[src/hdl/lbas_pkg.sv]
// ----------------------------------------------------------------------------
// lbas_pkg: shared types and constants for the log2-binned allocation stats
// Beat types for the command port, the registered input beat, function codes
// and the thread-id fold used by the histogram block.
// ----------------------------------------------------------------------------
`default_nettype none

package lbas_pkg;

  // width of the used+wasted sum and of the decremented sizes
  localparam int SUM_W     = 33;
  // thread mask width and the folded thread-id width
  localparam int THREADS   = 63;
  localparam int TID_MOD_W = 6;

  typedef enum logic [1:0] {
    FUNC_RECORD = 2'd0,
    FUNC_READ   = 2'd1,
    FUNC_CLEAR  = 2'd2
  } lbas_func_e;

  // command beat
  typedef struct packed {
    logic [1:0]  func;
    logic [31:0] used;
    logic [31:0] allocated;
    logic [31:0] wasted;
    logic [31:0] thread_id;
    logic [3:0]  read_bin;
  } lbas_in_t;

  // result beat
  typedef struct packed {
    logic [63:0]        bin_alloc_count;
    logic [63:0]        bin_alloc_bytes;
    logic [63:0]        bin_used_bytes;
    logic [63:0]        bin_wasted_bytes;
    logic [31:0]        largest_block;
    logic [THREADS-1:0] thread_mask;
  } lbas_out_t;

  // input register contents: raw fields plus pre-decremented sizes
  typedef struct packed {
    logic [1:0]           func;
    logic [31:0]          used;
    logic [31:0]          allocated;
    logic [31:0]          wasted;
    logic [SUM_W-1:0]     alloc_dec;
    logic                 alloc_zero;
    logic [SUM_W-1:0]     pair_dec;
    logic                 pair_zero;
    logic [TID_MOD_W-1:0] tid_mod;
    logic [3:0]           read_bin;
  } lbas_beat_t;

  // v mod 63: since 64 = 1 (mod 63), sum the 6-bit digits, fold once more,
  // then one conditional subtract
  function automatic logic [TID_MOD_W-1:0] mod63(logic [31:0] v);
    logic [8:0] s1;
    logic [6:0] s2;
    s1 = 9'(v[5:0]) + 9'(v[11:6]) + 9'(v[17:12]) + 9'(v[23:18])
       + 9'(v[29:24]) + 9'(v[31:30]);
    s2 = 7'(s1[5:0]) + 7'(s1[8:6]);
    if (s2 >= 7'(THREADS)) begin
      s2 = s2 - 7'(THREADS);
    end
    return s2[TID_MOD_W-1:0];
  endfunction

endpackage

`default_nettype wire

[src/hdl/lbas_bin_sel.sv]
// ----------------------------------------------------------------------------
// lbas_bin_sel: power-of-two bin index from a decremented size
// Takes size-1 and a zero flag; bin is ceil(log2 size) - LOG_BIN_ZERO,
// clamped to bin 0 below and to the last bin above.
// ----------------------------------------------------------------------------
`default_nettype none

module lbas_bin_sel import lbas_pkg::*; #(
  parameter int BINS         = 16,
  parameter int LOG_BIN_ZERO = 7,
  localparam int BW          = $clog2(BINS)
) (
  input  logic [SUM_W-1:0] dec_i,
  input  logic             zero_i,
  output logic [BW-1:0]    bin_o
);

  localparam int WW  = $clog2(SUM_W + 1);
  localparam int PEN = LOG_BIN_ZERO + BINS - 2;

  logic [WW-1:0] sig_w;

  // significant-bit count of size-1, i.e. ceil(log2 size)
  always_comb begin
    sig_w = '0;
    for (int i = 0; i < SUM_W; i++) begin
      if (dec_i[i]) begin
        sig_w = WW'(i + 1);
      end
    end
  end

  // clamp into the bin range
  always_comb begin
    if (zero_i || (int'(sig_w) <= LOG_BIN_ZERO)) begin
      bin_o = '0;
    end else if (int'(sig_w) > PEN) begin
      bin_o = BW'(BINS - 1);
    end else begin
      bin_o = BW'(int'(sig_w) - LOG_BIN_ZERO);
    end
  end

endmodule

`default_nettype wire
[config.mk]
export PLATFORM = sky130hd
export DESIGN_NAME = lbas_bin_sel
export DESIGN_NICKNAME = d
export VERILOG_FILES = /design/src/hdl/lbas_pkg.sv /design/src/hdl/lbas_bin_sel.sv
export SDC_FILE = /design/constraint.sdc
export NUM_CORES = 1
export LEC_CHECK = 0
export ABC_AREA = 1
export BUFFER_PORTS_ARGS = -buffer_cell sky130_fd_sc_hd__buf_4
export CAP_MARGIN = 20
export CORE_AREA = 10 10 47 49
export DETAILED_ROUTE_END_ITERATION = 10
export DIE_AREA = 0 0 57 59
export PLACE_DENSITY = 0.78
export SETUP_SLACK_MARGIN = 0.15
export SLEW_MARGIN = 20
export SYNTH_ARGS = -nofsm -noshare
export SYNTH_HDL_FRONTEND = slang
export SYNTH_SLANG_ARGS = --single-unit
[constraint.sdc]
create_clock -name vclk -period 3.9
set_input_delay 0.78 -clock vclk [all_inputs]
set_output_delay 0.78 -clock vclk [all_outputs]
set_load 0.02 [all_outputs]
Yosys cells after proc, flatten, opt, wreduce, memory -nomap -nowiden
Cells that the tools add are included.
Word-level totals
  bits in registers: 0
  bits in latches: 0
  RAM bits: 0
  ROM bits: 0
  input bits: 34
  memories kept: 0
Operators by class
  $add $sub $neg: 1
  multiply operators: 0
  divide/modulo/power cells: 0
  magnitude comparators: 2
  eq/ne operators: 0
  shifts and indexed selects: 0
  mux-type cells: 35
  bitwise operators: 0
  reduce and logical (&&, ||, !) cells: 1
Operators by type and width (number)
  $mux 6: 32
  $mux 4: 2
  $gt 6x5->1 const B: 1
  $le 6x3->1 const B: 1
  $sub 4x3->4 const B: 1
  $logic_or 1x1->1: 1
  $mux 1: 1

Depth between registers and ports, before layout
  depth after elaboration: 36
  gate-level depth with buffers: 42
  depth with buffers taken out: 42

Least setup slack after synthesis
OpenSTA, ideal clock, no wires.
  path kind: input to output
  from: in dec_i[1]
  to: out bin_o[3]
  arrival: 3.116 ns
  setup slack: 0.004 ns
  cell stages on the path: 42
  buffers on the path: 0
  cell sequence: inv_1 -> nand2_1 -> nand2_1 -> nand2_1 -> nand2_1 -> nand2_1 -> nand2_1 -> nand2_1 -> nand2_1 -> nand2_1 -> nand2_1 -> nand2_1 -> nand2_1 -> nand2_1 -> nand2_1 -> nand2_1 -> nand2_1 -> nand2_1 -> [... 6 more ...] -> nand2_1 -> nand2_1 -> nand2_1 -> nand2_1 -> nand2_1 -> nand2_1 -> nand2_1 -> nand2_1 -> nand2_2 -> inv_1 -> ha_1 -> a21oi_1 -> nand2_1 -> nand3_1 -> nand2_1 -> nand2_1 -> nor2_1 -> nor2_1
On the way
  word-level cells in the longest chain between the ends: 35
  elaborated cells between the ends (all ways): 38
RTL lines
  from (decl): RTL line lbas_bin_sel.sv:13  | input logic [SUM_W-1:0] dec_i,
  $mux 6 * (32 in a row): RTL line lbas_bin_sel.sv:27  | if (dec_i[i]) begin
  $gt 6x5->1 (tied with other cells): RTL line lbas_bin_sel.sv:37  | end else if (int'(sig_w) > PEN) begin
  $mux 4 or $logic_or 1x1->1 (tied branches): RTL line lbas_bin_sel.sv:37, lbas_bin_sel.sv:35
  $mux 4 *: RTL line lbas_bin_sel.sv:35  | if (zero_i || (int'(sig_w) <= LOG_BIN_ZERO)) begin
  to (decl): RTL line lbas_bin_sel.sv:15  | output logic [BW-1:0] bin_o
Every way passes the cells marked *; elsewhere a longest branch is shown, timed or not.

Worst setup path in the final report
Same ends and word-level chain as after synthesis.

==> metrics.json <==
{
  "post_synth_num_cell_types": 16,
  "max-cap-violations": 0,
  "synth.cell_area_um2": 553,
  "setup_ws_ps": -277,
  "setup_repair_after_global_routing_missed_its_margin": "yes",
  "worstHoldEndpoint": "bin_o[2]",
  "final_cell_mix": "sky130_fd_sc_hd__nand2_1, sky130_fd_sc_hd__buf_4, sky130_fd_sc_hd__inv_1, sky130_fd_sc_hd__nand3_1, sky130_fd_sc_hd__buf_6",
  "core_mm2": 0.00140,
  "initial_core_utilization_pct": 39.5,
  "n_fill_cell": 119,
  "ioPinCount": 38,
  "finalHoldViolCount": 0,
  "setup-violations-final": 4,
  "finalWirelength_um": 2030,
  "worst_ep_arrival_time_ps": 3400,
  "slew_viol_final": 0,
  "yosysWarnings": 0,
  "detailroute.via_count": 889,
  "route.antenna.remaining_nets": 0,
  "post-route-period-util_pct": 107,
  "slew_headroom_pct": 69.2,
  "max_freq_ghz": 0.239,
  "critical_path_required_ps": 3120,
  "hpwl_detailed_um": 1710,
  "placedCellCount": 184,
  "finalNonFillerCells": 188,
  "clock_buffers": 0,
  "routed_via_density": 4.73,
  "flow.area_growth_from_synthesis_pct": 93.2,
  "total_power_w": 0.000105,
  "floorplan.die.height_um": 59,
  "crit_top_cell": "sky130_fd_sc_hd__nand2_1",
  "critical-path-max-stage-delay_ps": 150,
  "drt-initial-drc-count": 18,
  "globalRouteOverflowTotal": 0,
  "synth.net_count": 160,
  "power_leakage_nw": 0.626,
  "drive_gt1_share_pct": 43.6,
  "tightestPinTransition_ps": 461,
  "via_count_of_the_first_global_routing_pass": 849,
  "weighted_congestion_at_the_end_of_routability_driven_global_placement": 0.790,
  "multi_input_area_um2": 509,
  "critical_path_class": "in -> out",
  "violations_in_the_final_reports": "negative setup slack",
  "ranking_of_synthesized_cells_by_area": "sky130_fd_sc_hd__nand2_1, sky130_fd_sc_hd__inv_1, sky130_fd_sc_hd__nand3_1",
  "area.sequential_um2": 0,
  "io_buffers": 38,
  "hold_class": "in -> out",
  "detail_route.wl_per_cell_um": 10.8,
  "critical_path.slowest_cell": "sky130_fd_sc_hd__ha_4",
  "crit_fanout": 4,
  "synth_top_area_share_pct": 30.5,
  "holdPathStages": 4,
  "number_of_antenna_violations_at_the_first_check_in_global_routing": 0,
  "rows": 14,
  "outcome": "complete, but fails checks",
  "post_synth.cell_area_avg_um2": 4.50,
  "power.density_mw_per_mm2": 98.6,
  "final_period_minus_worst_setup_slack_ps": 4180,
  "drt_pre_antenna_iters": 4,
  "maximum_number_of_pins_on_one_net_before_global_route_repair": 6,
  "yosysTopAreaCell": "sky130_fd_sc_hd__nand2_1",
  "hp-start": "zero_i",
  "nFlopsAndLatches": 0,
  "crit_path_start_kind": "input port",
  "layout_commonest_cell": "sky130_fd_sc_hd__nand2_1",
  "chipWidth_um": 57,
  "grt_use_total_pct": 11.1,
  "endpoint_kind": "output port",
  "synth-seq-area-share_pct": 0,
  "synth_cells": 123,
  "irDropWorstVdd_uv": 63.0,
  "n_antenna_cell": 0,
  "grt_first_pass_wirelength_um": 3360,
  "final_nets": 211,
  "drt_drc_violations_left": 0,
  "fp.dieArea_mm2": 0.00336
}
cell type report:
type / count / area share (%)
Inverter: 36 / 12.9
Multi-Input combinational cell: 87 / 47.7
Tap cell: 16 / 1.87
Timing Repair Buffer: 49 / 37.6
worst max-delay path by stage:
stage / slack (ps) / endpoint / start / depth (start not counted)
detailed placement: -280 / bin_o[3] / dec_i[1] / 44
finish: -280 / bin_o[3] / dec_i[1] / 44
global route: -650 / bin_o[3] / dec_i[1] / 44
CTS: -240 / bin_o[3] / dec_i[1] / 43
global placement: -200 / bin_o[3] / dec_i[1] / 44
floorplan: 70 / bin_o[3] / dec_i[1] / 42
logic make-up after synthesis:
| group | Yosys count | synth area share (%) |
|---|---|---|
| adders and majority gates | 3 | 6.79 |
| xor gates and xnor gates | 1 | 1.58 |
| AOI/OAI and AO/OA | 10 | 11.3 |
| and+or+nand+nor | 73 | 55.9 |
| buffers and inverters | 36 | 24.4 |
metal layers:
layer / part of all wire [%] / up-vias / global-route usage [%]
li1: - / 473 / -
met1: 40 / 382 / 12.4
met2: 53 / 34 / 21.9
met3: 7.3 / 0 / 1.93
met4: 0 / 0 / 0.671
met5: 0 / - / 0
cell usage after synthesis (3+ instances only):
cell type / instances
sky130_fd_sc_hd__inv_2: 6
sky130_fd_sc_hd__inv_1: 30
sky130_fd_sc_hd__ha_1: 3
sky130_fd_sc_hd__a21oi_1: 6
sky130_fd_sc_hd__nor2_1: 7
sky130_fd_sc_hd__nor4_1: 4
sky130_fd_sc_hd__nand2_1: 45
sky130_fd_sc_hd__nand3_1: 14
per-stage QoR:
| step | TNS [ps] | hold slack, ps | instance area, µm² | setup slack, ps | utilization (%) |
|---|---|---|---|---|---|
| 2_1_floorplan | 0 | 1790 | 572 | 67.0 | - |
| 3_3_place_gp | -614 | 2050 | 930 | -203 | 66.3 |
| 3_5_place_dp | -918 | 2060 | 930 | -283 | 66.3 |
| 4_1_cts | -733 | 2060 | 1000 | -242 | 71.3 |
| 5_1_grt | -2450 | 2090 | 1070 | -652 | 76.3 |
| 6_report | -1010 | 2050 | 1070 | -277 | 76.3 |
worst max-delay path: cells and delay by family:
family	cells	cell delay, ps
and+or+nand+nor	38	2020
adders and majority gates	1	150
AOI/OAI and AO/OA	1	110
buffers and inverters	4	320
power by group:
group          switching, W  total, W  leakage (nW)  internal, W
Combinational     0.0000489  0.000105         0.626    0.0000564
Clock                     0         0             0            0
Sequential                0         0             0            0
Total             0.0000489  0.000105         0.626    0.0000564
repair_timing:
| action | in CTS | in global routing |
|---|---|---|
| resized for setup | 11 | 14 |
| endpoints found under the hold margin | 0 | 0 |
| pin swaps | 9 | 7 |
| setup endpoints to repair | 4 | 4 |
| hold buffers | 0 | 0 |
| buffers inserted | 2 | 2 |
Power figures use the tool's default switching activity.
